File: config.mk
export PLATFORM = sky130hd
export DESIGN_NAME = ltsm_fifo
export DESIGN_NICKNAME = d
export VERILOG_FILES = /design/src/sv/ltsm_pkg.sv /design/src/sv/ltsm_fifo.sv
export SDC_FILE = /design/constraint.sdc
export NUM_CORES = 1
export LEC_CHECK = 0
export BUFFER_PORTS_ARGS = -buffer_cell sky130_fd_sc_hd__buf_4
export CAP_MARGIN = 5
export CORE_ASPECT_RATIO = 1.5
export CORE_UTILIZATION = 40
export DETAILED_ROUTE_END_ITERATION = 6
export GPL_TIMING_DRIVEN = 0
export PLACE_DENSITY = 0.68
export REMOVE_ABC_BUFFERS = 1
export SYNTH_ARGS = -nofsm -noshare
export SYNTH_HDL_FRONTEND = slang
export SYNTH_SLANG_ARGS = --single-unit
File: constraint.sdc
create_clock -name clk -period 2.79 [get_ports clk]
set_input_delay 0.4185 -clock clk [delete_from_list [all_inputs] [get_ports clk]]
set_output_delay 0.4185 -clock clk [all_outputs]
set_load 0.005 [all_outputs]
File: src/sv/ltsm_pkg.sv
// Shared types, constants and the star level table for the twinkle star mask.
package ltsm_pkg;

	// Field widths of the request and result items.
	localparam int IDX_W  = 10;
	localparam int COL_W  = 8;
	localparam int RND_W  = 16;
	localparam int THR_W  = 16;
	localparam int LVL_W  = 8;
	localparam int STAR_W = 8;
	localparam int DIST_W = 7;
	localparam int POS_W  = 11;
	localparam int CFG_W  = 16;
	localparam int CFG_IDX_W = 2;

	// Default number of brightness entries.
	localparam int MAX_LEDS_DEF = 1024;

	// Remainder unit: two quotient bits are resolved per cycle.
	localparam int DIV_STEPS  = 2;
	localparam int DIV_CYCLES = IDX_W / DIV_STEPS;
	localparam int DIV_CNT_W  = $clog2(DIV_CYCLES);

	// Queue between the front and the back.
	localparam int QDEPTH  = 2;
	localparam int QPTR_W  = $clog2(QDEPTH);
	localparam int QCNT_W  = $clog2(QDEPTH + 1);

	// Level written at the center of a star.
	localparam logic [LVL_W-1:0] STAR_PEAK = 8'd255;

	// Register reset values.
	localparam logic [THR_W-1:0]  RST_SPAWN_THRESHOLD = 16'd20;
	localparam logic [LVL_W-1:0]  RST_DECAY_STEP      = 8'd5;
	localparam logic [STAR_W-1:0] RST_STAR_WIDTH      = 8'd5;
	localparam logic [POS_W-1:0]  RST_STRIP_COUNT     = 11'd1024;

	// Configuration register indexes.
	typedef enum logic [CFG_IDX_W-1:0] {
		REG_SPAWN_THRESHOLD = 2'd0,
		REG_DECAY_STEP      = 2'd1,
		REG_STAR_WIDTH      = 2'd2,
		REG_STRIP_COUNT     = 2'd3
	} reg_idx_t;

	// Effective configuration as seen by the front and the back.
	typedef struct packed {
		logic [THR_W-1:0]  threshold;
		logic [LVL_W-1:0]  decay;
		logic [DIST_W-1:0] reach;
		logic [POS_W-1:0]  len;
	} cfg_t;

	// One classified request waiting for the back.
	typedef struct packed {
		logic [POS_W-1:0] idx;
		logic [COL_W-1:0] red;
		logic [COL_W-1:0] green;
		logic [COL_W-1:0] blue;
		logic             spawn;
	} qentry_t;

	// Neighbour level at distance d: floor(510 / (2d + 1)).
	function automatic logic [LVL_W-1:0] star_level(input logic [DIST_W-1:0] d);
		logic [LVL_W-1:0] v;
		case (d) inside
			7'd1:          v = 8'd170;
			7'd2:          v = 8'd102;
			7'd3:          v = 8'd72;
			7'd4:          v = 8'd56;
			7'd5:          v = 8'd46;
			7'd6:          v = 8'd39;
			7'd7:          v = 8'd34;
			7'd8:          v = 8'd30;
			7'd9:          v = 8'd26;
			7'd10:         v = 8'd24;
			7'd11:         v = 8'd22;
			7'd12:         v = 8'd20;
			7'd13:         v = 8'd18;
			7'd14:         v = 8'd17;
			7'd15:         v = 8'd16;
			7'd16:         v = 8'd15;
			7'd17:         v = 8'd14;
			[7'd18:7'd19]: v = 8'd13;
			7'd20:         v = 8'd12;
			[7'd21:7'd22]: v = 8'd11;
			[7'd23:7'd25]: v = 8'd10;
			[7'd26:7'd27]: v = 8'd9;
			[7'd28:7'd31]: v = 8'd8;
			[7'd32:7'd35]: v = 8'd7;
			[7'd36:7'd42]: v = 8'd6;
			[7'd43:7'd50]: v = 8'd5;
			[7'd51:7'd63]: v = 8'd4;
			[7'd64:7'd84]: v = 8'd3;
			[7'd85:7'd127]: v = 8'd2;
			default:       v = 8'd0;
		endcase
		return v;
	endfunction

endpackage

File: src/sv/ltsm_fifo.sv
// Short request queue between the front end and the back end.
module ltsm_fifo (
	input  logic              clk,
	input  logic              arst_n,
	input  logic              push,
	input  ltsm_pkg::qentry_t push_entry,
	output logic              full,
	input  logic              pop,
	output ltsm_pkg::qentry_t pop_entry,
	output logic              empty
);
	import ltsm_pkg::*;

	qentry_t            slot_q [QDEPTH];
	logic [QPTR_W-1:0]  wr_ptr_q, rd_ptr_q;
	logic [QCNT_W-1:0]  count_q;

	assign full      = (count_q == QCNT_W'(QDEPTH));
	assign empty     = (count_q == '0);
	assign pop_entry = slot_q[rd_ptr_q];

	// Pointers and fill level.
	always_ff @(posedge clk or negedge arst_n) begin
		if (!arst_n) begin
			wr_ptr_q <= '0;
			rd_ptr_q <= '0;
			count_q  <= '0;
		end else begin
			if (push) begin
				wr_ptr_q <= (wr_ptr_q == QPTR_W'(QDEPTH - 1)) ? '0 : wr_ptr_q + 1'b1;
			end
			if (pop) begin
				rd_ptr_q <= (rd_ptr_q == QPTR_W'(QDEPTH - 1)) ? '0 : rd_ptr_q + 1'b1;
			end
			if (push && !pop) count_q <= count_q + 1'b1;
			else if (pop && !push) count_q <= count_q - 1'b1;
		end
	end

	// Entry storage.
	always_ff @(posedge clk) begin
		if (push) begin
			slot_q[wr_ptr_q] <= push_entry;
		end
	end

endmodule

# == After elaboration in Yosys (flattened, before gate mapping) ==
# Memories as Yosys holds them, arrays and structs flattened.
# Index checks and enable logic that the tools add are counted.
# classes
addsub,4
eq_ne,1
mux,6
n_reduce_logical,6
# op_table
cell,n
$mux 1,4
$mux 2,2
$add 1x1->1 const B,2
$add 2x1->2 const B,1
$eq 2x2->1 const B,1
$logic_and 1x1->1,2
$logic_not 1->1,2
$logic_not 2->1,1
$reduce_bool 2->1,1
$sub 2x1->2 const B,1
# word_totals
register_bits,4
ramBits,72
inputBits,40
out_inout_bits,38
mem_count,1
# memory_table
memory,depth,word_bits,rd,rd_ports_with_merged_regs,write_ports,line,source
slot_q,2,36,1,0,1,ltsm_fifo.sv:14,qentry_t slot_q [QDEPTH];

# == Depth between registers and ports, before layout ==
# depth
word_depth,4
mapped_depth,5
ltp_nobuf,5

# == Worst setup path before layout ==
# Ideal clock, no wire load.
# synth_path
kind,input port to flip-flop
startpoint,in push
endpoint,mem slot_q[0][0] in the netlist's numbering (enable)
t_arrival_ns,2.037
setup_slack_ns,0.320
cell_stages,1
path_buffers,0
path_cell_list,nor2b_1
# synth_via
elab_chain_cells,2
# synth_rtl
item,line,source
"start, declared",ltsm_fifo.sv:5,"input logic push,"
$mux 1,ltsm_fifo.sv:42,if (push) begin
$mux 1 (not written as such),ltsm_fifo.sv:43,slot_q[wr_ptr_q] <= push_entry;
"end, declared",ltsm_fifo.sv:14,
# No other way between the ends.

==> metrics.yaml <==
drtIter0Drc: 47
regArea_mm2: 0.00226
fin_nets: 256
drive_gt1_share_pct: 59.5
firstDrtPassIters: 4
area_growth_syn_to_layout_pct: 30.7
place_hpwl_mm: 2.99
fillCellCount: 583
synth_top_cell_area_share_pct: 73.7
finClkSkew_ns: 0.00752
finalInstanceArea_mm2: 0.00383
clk_pin_slew_worst_paths_ns: 0.07
ys_top_cells_by_area: "edfxtp_1 74%, mux2_4 15%, dfrtp_1 3.4%, mux2_2 2.7%, buf_12 2.0%"
yosysTopAreaCell: "edfxtp_1"
post_dp_cell_area_mm2: 0.00362
ys_ff_latch: 76
peakVddDrop_v: 0.000612
grt_overflow_total: 0
start_util_pct: 42.0
cp-start-kind: "flip-flop"
syn_area_mm2: 0.00293
synth_compound_area_share_pct: 0
grt_use_total_pct: 13.3
synth-xor-area-share_pct: 1.49
cts_buffers: 9
critPathKind: "flip-flop to output port"
place.gp.congestion: 0.654
io_buffers: 77
tightest_slew_ns: 0.882
syn_inst: 128
n_antenna_cell: 0
grt_pass1_vias: 1485
setup_viol: 0
wl_per_cell_um: 14.5
placementRows: 37
ys.flop_type: "edfxtp_1"
p_leak_nw: 1.54
power.density_mw_per_mm2: 953
grt_max_degree: 37
fp.dieArea_mm2: 0.00769
min_path_type: "input port to flip-flop"
hold_ws_ns: 0.248
cap_violations: 0
antenna_found_initial: 0
cp.required_ns: 2.37
clockBufferDepth: 2
slew_headroom_pct: 41.2
finalSetupTns_ns: 0
synthMuxAreaShare_pct: 17.5
vias: 1422
die_h_um: 107
cts.sinks: 76
io_pins: 78
crit_path_end_kind: "output port"
max_freq_mhz: 445
yosysMostFrequentCell: "edfxtp_1"
synth_top_family_by_area: "multiplexers"
dieWidth_um: 71.9
finalMaxSlewViolations: 0
multi_input_area_um2: 606
syn_avg_cell_area_um2: 22.9
yosys_warnings: 0
rsz0062_at_grt: "false"
async_flop_share_pct: 5.26
min_period_ns: 2.25
synth_edf_count: 72
yosys.area_share.adder_pct: 0.426
finalCritPeriodShare_pct: 80.5
synth-simple-area-share_pct: 0.896
clock_latency_ns: 0.35
cp_max_fo: 20
root_buffer: "clkbuf_8"
grt_pass1_wl_mm: 7.10
drcViolationCount: 0
synth_cell_types: 13
synth_common_cells: "72 x edfxtp_1, 29 x mux2_4, 7 x mux2_2"
cts_tree: "done"
status: "completed"
core_mm2: 0.00699
ant_nets: 0
hold_violations: 0
post_drt_via_cell_ratio: 4.49
seq_area_frac_synth_pct: 77.1
routed_wl_mm: 4.61
cts_max_level: 3
cts_resized: 0
cp.arrival_ns: 1.83
per-layer routing:
metal	wire length [µm]	global-route usage [%]
met5	0	0
met4	176	10.1
met3	210	4.23
met2	2430	22.0
met1	1790	13.7
path summary, 6_finish.rpt:
path,startpoint,to,slack (ns),depth (start not counted)
worst max register to register,wr_ptr_q,slot_q[1][35],1.21,1
min in group asynchronous,arst_n,count_q[0],0.38,2
worst min register to register,count_q[1],count_q[1],0.50,1
worst min-delay path,push_entry[27],slot_q[1][27],0.25,1
worst max-delay path,rd_ptr_q,pop_entry[26],0.54,3
max in group asynchronous,arst_n,rd_ptr_q,2.29,2
through the flow:
stage | setup WS (ns) | utilization [%] | instances | total power [mW]
floorplan | 0.320 | - | 124 | 2.29
global placement | -0.768 | 51.0 | 298 | 2.82
detailed placement | 0.880 | 51.8 | 300 | 2.84
CTS | 0.499 | 54.9 | 317 | 3.71
global route | 0.448 | 54.9 | 317 | 3.83
finish | 0.544 | 54.9 | 317 | 3.66
cell type report:
class                           instances  share of cell area (%)
Clock buffer                            9                    3.23
Clock inverter                          7                    2.12
Inverter                                1                  0.0979
Multi-Input combinational cell         47                    15.8
Sequential cell                        76                    59.0
Tap cell                               97                    3.16
Timing Repair Buffer                   80                    16.6
cells by family after synthesis:
logic type    count (synthesis)
flops                        76
mux                          36
xor+xnor                      5
buf+inv                       5
simple gates                  5
fa+ha+maj                     1
flip-flops by register name, indices dropped and copies added, names as in the netlist:
| register | cells |
|---|---|
| wr_ptr_q | 1 |
| slot_q | 72 |
| rd_ptr_q | 1 |
| count_q | 2 |
placed cells by master (no fill, tap or decap):
master,Yosys,routed
clkinv_1,0,3
clkinv_2,0,2
edfxtp_1,72,72
buf_4,0,77
nor2b_1,2,1
inv_1,1,1
dfrtp_2,0,1
mux2_4,29,29
xor2_1,4,4
bufinv_16,0,2
buf_12,3,1
clkbuf_8,0,9
dfrtp_1,4,3
ha_1,1,1
and2_2,0,1
nor2_1,2,2
dlygate4sd3_1,0,1
xnor2_1,1,1
nor2b_4,0,1
buf_16,0,1
mux2_2,7,7
worst max-delay path, cell delays in order (launching register included):
cell,delay (ns)
dfrtp_2,0.76
buf_12,0.27
mux2_4,0.31
buf_4,0.13
repair_timing:
action,4_1_cts,5_1_grt
hold buffers,1,0
buffers inserted,0,0
endpoints found under the setup margin,0,0
hold endpoints to repair,4,0
power by group:
group	switching (mW)	internal [mW]	leakage, nW
registers	0.145	1.52	0.721
clock network	0.377	0.491	0.105
logic	0.396	0.726	0.712
(Power assumes the default switching activity.)
