**src/sv/ltsm_pkg.sv**
```systemverilog
// Shared types, constants and the star level table for the twinkle star mask.
package ltsm_pkg;

	// Field widths of the request and result items.
	localparam int IDX_W  = 10;
	localparam int COL_W  = 8;
	localparam int RND_W  = 16;
	localparam int THR_W  = 16;
	localparam int LVL_W  = 8;
	localparam int STAR_W = 8;
	localparam int DIST_W = 7;
	localparam int POS_W  = 11;
	localparam int CFG_W  = 16;
	localparam int CFG_IDX_W = 2;

	// Default number of brightness entries.
	localparam int MAX_LEDS_DEF = 1024;

	// Remainder unit: two quotient bits are resolved per cycle.
	localparam int DIV_STEPS  = 2;
	localparam int DIV_CYCLES = IDX_W / DIV_STEPS;
	localparam int DIV_CNT_W  = $clog2(DIV_CYCLES);

	// Queue between the front and the back.
	localparam int QDEPTH  = 2;
	localparam int QPTR_W  = $clog2(QDEPTH);
	localparam int QCNT_W  = $clog2(QDEPTH + 1);

	// Level written at the center of a star.
	localparam logic [LVL_W-1:0] STAR_PEAK = 8'd255;

	// Register reset values.
	localparam logic [THR_W-1:0]  RST_SPAWN_THRESHOLD = 16'd20;
	localparam logic [LVL_W-1:0]  RST_DECAY_STEP      = 8'd5;
	localparam logic [STAR_W-1:0] RST_STAR_WIDTH      = 8'd5;
	localparam logic [POS_W-1:0]  RST_STRIP_COUNT     = 11'd1024;

	// Configuration register indexes.
	typedef enum logic [CFG_IDX_W-1:0] {
		REG_SPAWN_THRESHOLD = 2'd0,
		REG_DECAY_STEP      = 2'd1,
		REG_STAR_WIDTH      = 2'd2,
		REG_STRIP_COUNT     = 2'd3
	} reg_idx_t;

	// Effective configuration as seen by the front and the back.
	typedef struct packed {
		logic [THR_W-1:0]  threshold;
		logic [LVL_W-1:0]  decay;
		logic [DIST_W-1:0] reach;
		logic [POS_W-1:0]  len;
	} cfg_t;

	// One classified request waiting for the back.
	typedef struct packed {
		logic [POS_W-1:0] idx;
		logic [COL_W-1:0] red;
		logic [COL_W-1:0] green;
		logic [COL_W-1:0] blue;
		logic             spawn;
	} qentry_t;

	// Neighbour level at distance d: floor(510 / (2d + 1)).
	function automatic logic [LVL_W-1:0] star_level(input logic [DIST_W-1:0] d);
		logic [LVL_W-1:0] v;
		case (d) inside
			7'd1:          v = 8'd170;
			7'd2:          v = 8'd102;
			7'd3:          v = 8'd72;
			7'd4:          v = 8'd56;
			7'd5:          v = 8'd46;
			7'd6:          v = 8'd39;
			7'd7:          v = 8'd34;
			7'd8:          v = 8'd30;
			7'd9:          v = 8'd26;
			7'd10:         v = 8'd24;
			7'd11:         v = 8'd22;
			7'd12:         v = 8'd20;
			7'd13:         v = 8'd18;
			7'd14:         v = 8'd17;
			7'd15:         v = 8'd16;
			7'd16:         v = 8'd15;
			7'd17:         v = 8'd14;
			[7'd18:7'd19]: v = 8'd13;
			7'd20:         v = 8'd12;
			[7'd21:7'd22]: v = 8'd11;
			[7'd23:7'd25]: v = 8'd10;
			[7'd26:7'd27]: v = 8'd9;
			[7'd28:7'd31]: v = 8'd8;
			[7'd32:7'd35]: v = 8'd7;
			[7'd36:7'd42]: v = 8'd6;
			[7'd43:7'd50]: v = 8'd5;
			[7'd51:7'd63]: v = 8'd4;
			[7'd64:7'd84]: v = 8'd3;
			[7'd85:7'd127]: v = 8'd2;
			default:       v = 8'd0;
		endcase
		return v;
	endfunction

endpackage

```
**src/sv/ltsm_front.sv**
```systemverilog
// Front end: accepts requests, reduces the LED index modulo the strip length
// and classifies the request as a star spawn or a plain access.
module ltsm_front (
	input  logic                    clk,
	input  logic                    arst_n,
	input  ltsm_pkg::cfg_t          cfg,
	input  logic                    clearing,
	input  logic                    in_valid,
	output logic                    in_stall,
	input  logic [ltsm_pkg::IDX_W-1:0] led_index,
	input  logic [ltsm_pkg::COL_W-1:0] color_red,
	input  logic [ltsm_pkg::COL_W-1:0] color_green,
	input  logic [ltsm_pkg::COL_W-1:0] color_blue,
	input  logic [ltsm_pkg::RND_W-1:0] rand_value,
	output logic                    push,
	output ltsm_pkg::qentry_t       push_entry,
	input  logic                    q_full
);
	import ltsm_pkg::*;

	typedef enum logic [2:0] {
		F_IDLE = 3'b001,
		F_DIV  = 3'b010,
		F_PUSH = 3'b100
	} fstate_t;

	fstate_t               state_q, state_d;
	logic [IDX_W-1:0]      dividend_q;
	logic [POS_W-1:0]      rem_q;
	logic [DIV_CNT_W-1:0]  cnt_q;
	logic [COL_W-1:0]      red_q, green_q, blue_q;
	logic                  spawn_q;
	logic                  accept;
	logic [POS_W-1:0]      rem_next;

	// Two restoring remainder steps per cycle.
	always_comb begin
		logic [POS_W:0] trial;
		logic [POS_W-1:0] r;
		r = rem_q;
		for (int k = 0; k < DIV_STEPS; k++) begin
			trial = {r, dividend_q[IDX_W-1-k]};
			if (trial >= {1'b0, cfg.len}) begin
				trial = trial - {1'b0, cfg.len};
			end
			r = trial[POS_W-1:0];
		end
		rem_next = r;
	end

	// A new request is taken when idle or while the finished one leaves.
	assign in_stall = clearing || !((state_q == F_IDLE) || ((state_q == F_PUSH) && !q_full));
	assign accept   = in_valid && !in_stall;
	assign push     = (state_q == F_PUSH) && !q_full;

	assign push_entry.idx   = rem_q;
	assign push_entry.red   = red_q;
	assign push_entry.green = green_q;
	assign push_entry.blue  = blue_q;
	assign push_entry.spawn = spawn_q;

	// Next state.
	always_comb begin
		state_d = state_q;
		unique case (state_q)
			F_IDLE: begin
				if (accept) state_d = F_DIV;
			end
			F_DIV: begin
				if (cnt_q == DIV_CNT_W'(DIV_CYCLES - 1)) state_d = F_PUSH;
			end
			F_PUSH: begin
				if (accept) state_d = F_DIV;
				else if (push) state_d = F_IDLE;
			end
			default: state_d = F_IDLE;
		endcase
	end

	always_ff @(posedge clk or negedge arst_n) begin
		if (!arst_n) begin
			state_q <= F_IDLE;
		end else begin
			state_q <= state_d;
		end
	end

	// Request registers and the remainder datapath.
	always_ff @(posedge clk) begin
		if (accept) begin
			dividend_q <= led_index;
			rem_q      <= '0;
			cnt_q      <= '0;
			red_q      <= color_red;
			green_q    <= color_green;
			blue_q     <= color_blue;
			spawn_q    <= (rand_value < cfg.threshold);
		end else if (state_q == F_DIV) begin
			rem_q      <= rem_next;
			dividend_q <= dividend_q << DIV_STEPS;
			cnt_q      <= cnt_q + 1'b1;
		end
	end

endmodule

```
**config.mk**
```make
export PLATFORM = sky130hd
export DESIGN_NAME = ltsm_front
export DESIGN_NICKNAME = d
export VERILOG_FILES = /design/src/sv/ltsm_pkg.sv /design/src/sv/ltsm_front.sv
export SDC_FILE = /design/constraint.sdc
export NUM_CORES = 1
export LEC_CHECK = 0
export BUFFER_PORTS_ARGS = -buffer_cell sky130_fd_sc_hd__buf_2
export CAP_MARGIN = 20
export CORE_ASPECT_RATIO = 0.6
export CORE_MARGIN = 2
export CORE_UTILIZATION = 33
export DETAILED_ROUTE_END_ITERATION = 10
export GPL_TIMING_DRIVEN = 0
export PLACE_DENSITY = 0.55
export SLEW_MARGIN = 30
export SYNTH_ARGS = -nofsm -noshare
export SYNTH_HDL_FRONTEND = slang
export SYNTH_SLANG_ARGS = --single-unit
```
**constraint.sdc**
```tcl
create_clock -name clk -period 4.38 [get_ports clk]
set_input_delay 0.219 -clock clk [delete_from_list [all_inputs] [get_ports clk]]
set_output_delay 0.219 -clock clk [all_outputs]
set_load 0.01 [all_outputs]
```
# Word-level counts from Yosys, hierarchy flattened
# Index checks and enable logic that the tools add are counted.
dict set report classes {
  mux 9
  order_cmp 3
  n_eq_ne 7
  add_sub_neg 3
  reduce_logical 9
}
# operator n
set op_table {}
lappend op_table {{$ge 12x11->1} 2}
lappend op_table {{$mux 11} 2}
lappend op_table {{$sub 11x11->11} 2}
lappend op_table {{$mux 10} 2}
lappend op_table {{$lt 16x16->1} 1}
lappend op_table {{$mux 3} 4}
lappend op_table {{$pmux 3 s3} 1}
lappend op_table {{$eq 3x3->1 const B} 2}
lappend op_table {{$ne 2x2->1 const B} 2}
lappend op_table {{$add 3x1->3 const B} 1}
lappend op_table {{$eq 3x1->1 const B} 1}
lappend op_table {{$eq 3x2->1 const B} 1}
lappend op_table {{$logic_not 1->1} 3}
lappend op_table {{$ne 3x3->1 const B} 1}
lappend op_table {{$reduce_and 3->1} 1}
lappend op_table {{$logic_and 1x1->1} 2}
lappend op_table {{$logic_or 1x1->1} 2}
lappend op_table {{$reduce_bool 2->1} 1}
dict set report totals {
  word_cells 39
  ff_bits 52
}

# Depth between registers and ports, before layout
dict set report depth {
  depth_word 9
  mapped_depth 19
}

# Worst setup path before layout
# No wires, ideal clock.
dict set report synth_timing {
  path_kind {flip-flop to flip-flop}
  from {register dividend_q[9]}
  to {register rem_q[7]}
  path_stages_with_launch 17
  t_required_ns 4.263
  setup_slack_ns 0.364
  arrival_ns 3.898
  setup_ns 0.117
  path_cell_list {edfxtp_1 -> inv_1 -> ha_1 -> fa_1 -> nand2b_1 -> a211oi_1 -> o41a_1 -> o22ai_1 -> buf_4 -> mux2_1 -> ha_1 -> and3_1 -> a211oi_1 -> a21o_1 -> o211ai_4 -> a211o_1 -> a32o_1}
}
dict set report synth_via {
  elab_chain_cells 4
  elab_cells_between_ends 6
  cone_classes {2 x add/sub; 2 x order compare; 2 x mux}
}
# item line
set synth_lines {}
lappend synth_lines {{from (decl)} ltsm_front.sv:28} ;# logic [IDX_W-1:0] dividend_q;
lappend synth_lines {{from (signal assigned)} ltsm_front.sv:91} ;# dividend_q <= led_index;
lappend synth_lines {{from (signal assigned)} ltsm_front.sv:100} ;# dividend_q <= dividend_q << DIV_STEPS;
lappend synth_lines {{$sub 11x11->11 or $ge 12x11->1 (tied branches)} {ltsm_front.sv:44, ltsm_front.sv:43}}
lappend synth_lines {{$mux 11 (*)} ltsm_front.sv:43} ;# if (trial >= {1'b0, cfg.len}) begin
lappend synth_lines {{$sub 11x11->11 or $ge 12x11->1 (tied branches)} {ltsm_front.sv:44, ltsm_front.sv:43}}
lappend synth_lines {{$mux 11 (*)} ltsm_front.sv:43}
lappend synth_lines {{to (signal assigned)} ltsm_front.sv:99} ;# rem_q <= rem_next;
lappend synth_lines {{to (decl)} ltsm_front.sv:29} ;# logic [POS_W-1:0] rem_q;
# Mark *: on every way between the ends. The rest lies on a longest branch, timed or not.
# A chain may end at the register's enable or synchronous reset.

# Worst setup path in the final report
dict set report layout_timing {
  from {register dividend_q[9]}
  to {register rem_q[6]}
}
# Same word-level chain as after synthesis.

==> run metrics <==
Worst Tran Pin Value=0.908 ns; crit path DAT=4.36 ns; Worst Setup End Kind=register; Post-Route WL=9400 um; critical path data required time=4.55 ns; Synth Cell Area=3480 sq um; initial antenna violation count=0; power density over the cells=307 nW/um^2; global-route wire length before repair=15000 um; Num CTS Buffers=5; Synth top cells by count=45 x nand2_1, 39 x ha_1, 39 x inv_1; clock network fraction of design power=0.361; Core Area=10100 sq um; # rows=28; Tmin final=4.19 ns; CTS tree=built; Net Sw Frac=0.270; vias in the first global route=3005; share of the synthesized area in the top cell type=0.302; WS Path Type=register to register; Peak VDD IR=0.168 mV; Starting DRT DRC Count=198; CP Launch Type=register; LEAKAGE=0.00225 uW; post-synthesis average cell area=9.67 sq um; synthesis-stage register bit count=52; DP Cell Count=615; count leader, synth=nand2_1; fillcell total=965; root cell of the clock tree=clkbuf_16; post-synth net total=498; CTS max path bufs=2; Cell Count, Final, Fillers Out=628; ant diodes=0; Final Core Density=0.463; yosys warns=0; CP max FO=10; P_sw=386 uW; top area cells in the synthesized netlist=edfxtp_1 30%, ha_1 14%, dfxtp_1 8.1%; Max-Cap Viols=0; GRT Total Usage=0.167; Largest stage delay, worst path=0.45 ns; Synth Area in Compound Gates=0.160; Port Buffers=119; post-synth cell types=52; mux contribution to synthesized area=0.0338; first-pass iteration count of the detailed router=4; Synth Area in XOR/XNOR=0.0327; pin count of the biggest net entering global routing=24; largest family of logic cells by synthesized area=simple AND/OR/NAND/NOR gates; Starting Density=0.346; Routed wire per std cell=15.0 um; DRC=0; detailed placement HPWL=7520 um; total power=1430 uW; Rel. slew slack=0.392; later-pin clock latency in the skew report=0.29 ns; Routed Antenna Nets=0; vias after detailed routing=3085; highest clock rate=239 MHz; outcome=finished, final reports clean; adder-cell share of the synthesized area=0.152; clock transition at the registers of the reported paths=0.08 ns; Area growth, synth to finish=33.8%; Synth area leader=edfxtp_1; Final period util=0.956; footprint of the multi-input gates=1990 sq um; Post-synth EDFFs=35; Critical-path top delay cell=o41a_1; Cell Chain, Critical Path=inv_1, ha_1, fa_2, nand2b_4, a211oi_4, o41a_1, o22ai_4, buf_6, mux2_1, ha_4, nand4_1, a211oi_2, a211oi_4, a21o_1, o211ai_4, buf_8, mux2i_1, o21ai_1; simple-gate share of the synthesized area=0.163; Hold Path Class=input pin to register; Die Wd=137 um; Setup Viol. Count Final=0; clock sinks=52; Reg power frac=0.408; Mapped Cells=360; top_reg_cell synth=edfxtp_1; RD Place Congestion=0.853; Worst path most repeated cell=a211oi_4; Die Footprint=11400 sq um; Async SR Flop Fraction=0.0577; Seq/Total Area, Yosys=0.405; Comb power frac=0.231; Final Hold Vio Count=0; Int Pwr=1040 uW; share of cells above drive strength 1=0.312; clk_skew=0.00883 ns; Overflow after GRT=0; I/O pin count=135; die height=83.5 um; Max Slew Vio Count=0; vias per inst=4.91; H-tree levels=2; Register Area=1410 sq um; Final nets=630
-- area by class of cell --
class	count	area share
multi-input cells	262	0.428
well taps	135	0.0363
repair buffers	125	0.149
plain buffers	7	0.0108
flip-flops and latches	52	0.302
clock inverters	3	0.0148
clock buffers	5	0.0269
inverters	39	0.0315
-- kinds of logic after synthesis --
| group | count (synthesis) |
|---|---|
| buffers and inverters | 46 |
| and+or+nand+nor | 119 |
| AOI/OAI and AO/OA | 78 |
| adders and majority gates | 41 |
| DFF | 52 |
| muxes | 11 |
| xor gates and xnor gates | 13 |
-- stage by stage --
step                      worst slack (ns)  hold WS [ns]  setup TNS [ns]  area, sq um
after floorplan                      0.364       -0.0766               0         3480
after global placement              -0.539        0.0181           -4.78         4240
after detailed placement            -0.560        0.0201           -4.99         4270
after CTS                          0.00326        0.0890               0         4540
after global routing              -0.00941        0.0847         -0.0201         4650
final                                0.192        0.0979               0         4650
-- cells in the final DEF, fill, tap and decap left out, drive strengths merged, types with 8 or more instances in the layout --
| master | count |
|---|---|
| nor2 | 22 |
| dfxtp | 14 |
| buf | 126 |
| xnor2 | 8 |
| o21ai | 14 |
| a21oi | 13 |
| edfxtp | 35 |
| a21o | 10 |
| nand2 | 45 |
| ha | 39 |
| nor3 | 8 |
| inv | 40 |
| clkbuf | 10 |
| o21a | 8 |
-- worst max-delay path, delay by kind of cell (launching register included) --
family | cells | cell delay (ns)
AND/OR/NAND/NOR | 2 | 0.25
multiplexers | 2 | 0.61
AO/OA/AOI/OAI | 8 | 1.60
flip-flops | 1 | 0.42
adder cells (fa/ha/maj) | 3 | 0.72
buffers and inverters | 3 | 0.47
-- flip-flops by register name, indices dropped and copies added (netlist names) --
signal	cells
cnt_q	3
rem_q	11
state_q	3
spawn_q	1
blue_q	8
red_q	8
green_q	8
dividend_q	10
-- final timing paths --
path	start	to	slack [ns]	depth (start not counted)
worst max register to register	dividend_q[9]$_DFFE_PP_	rem_q[6]$_SDFFE_PP0N_	0.19	18
worst min register to register	rem_q[6]$_SDFFE_PP0N_	rem_q[6]$_SDFFE_PP0N_	0.50	2
min in group asynchronous	arst_n	state_q[2]$_DFFE_PN0P_	0.23	2
worst min-delay path	color_red[7]	red_q[7]$_DFFE_PP_	0.1	1
worst max-delay path	dividend_q[9]$_DFFE_PP_	rem_q[6]$_SDFFE_PP0N_	0.19	18
max in group asynchronous	arst_n	state_q[0]$_DFFE_PN1P_	3.95	2
-- layer usage --
metal / wire length (um) / up-vias / global-route usage / part of all wire
met3: 419 / 7 / 0.0304 / 0.045
li1: - / 1552 / - / -
met4: 91 / 0 / 0.0398 / 0.0097
met2: 3860 / 82 / 0.236 / 0.41
met1: 5030 / 1444 / 0.259 / 0.53
met5: 0 / - / 0 / 0
-- power by group through the flow --
stage                     Sequential, uW  Combinational (uW)  Clock (uW)
after floorplan                      599                 184           0
after global routing                 588                 367         551
after detailed placement             594                 304           0
after CTS                            583                 313         529
after global placement               594                 294           0
final                                583                 330         517
-- timing repair --
action	4_1_cts	5_1_grt
buffers inserted	3	0
endpoints found under the hold margin	3	0
gates cloned	0	1
endpoints found under the setup margin	11	11
hold buffers	1	0
pin swaps	4	4
gates resized for setup	5	13
No activity file was read; power rests on OpenSTA's default activity.
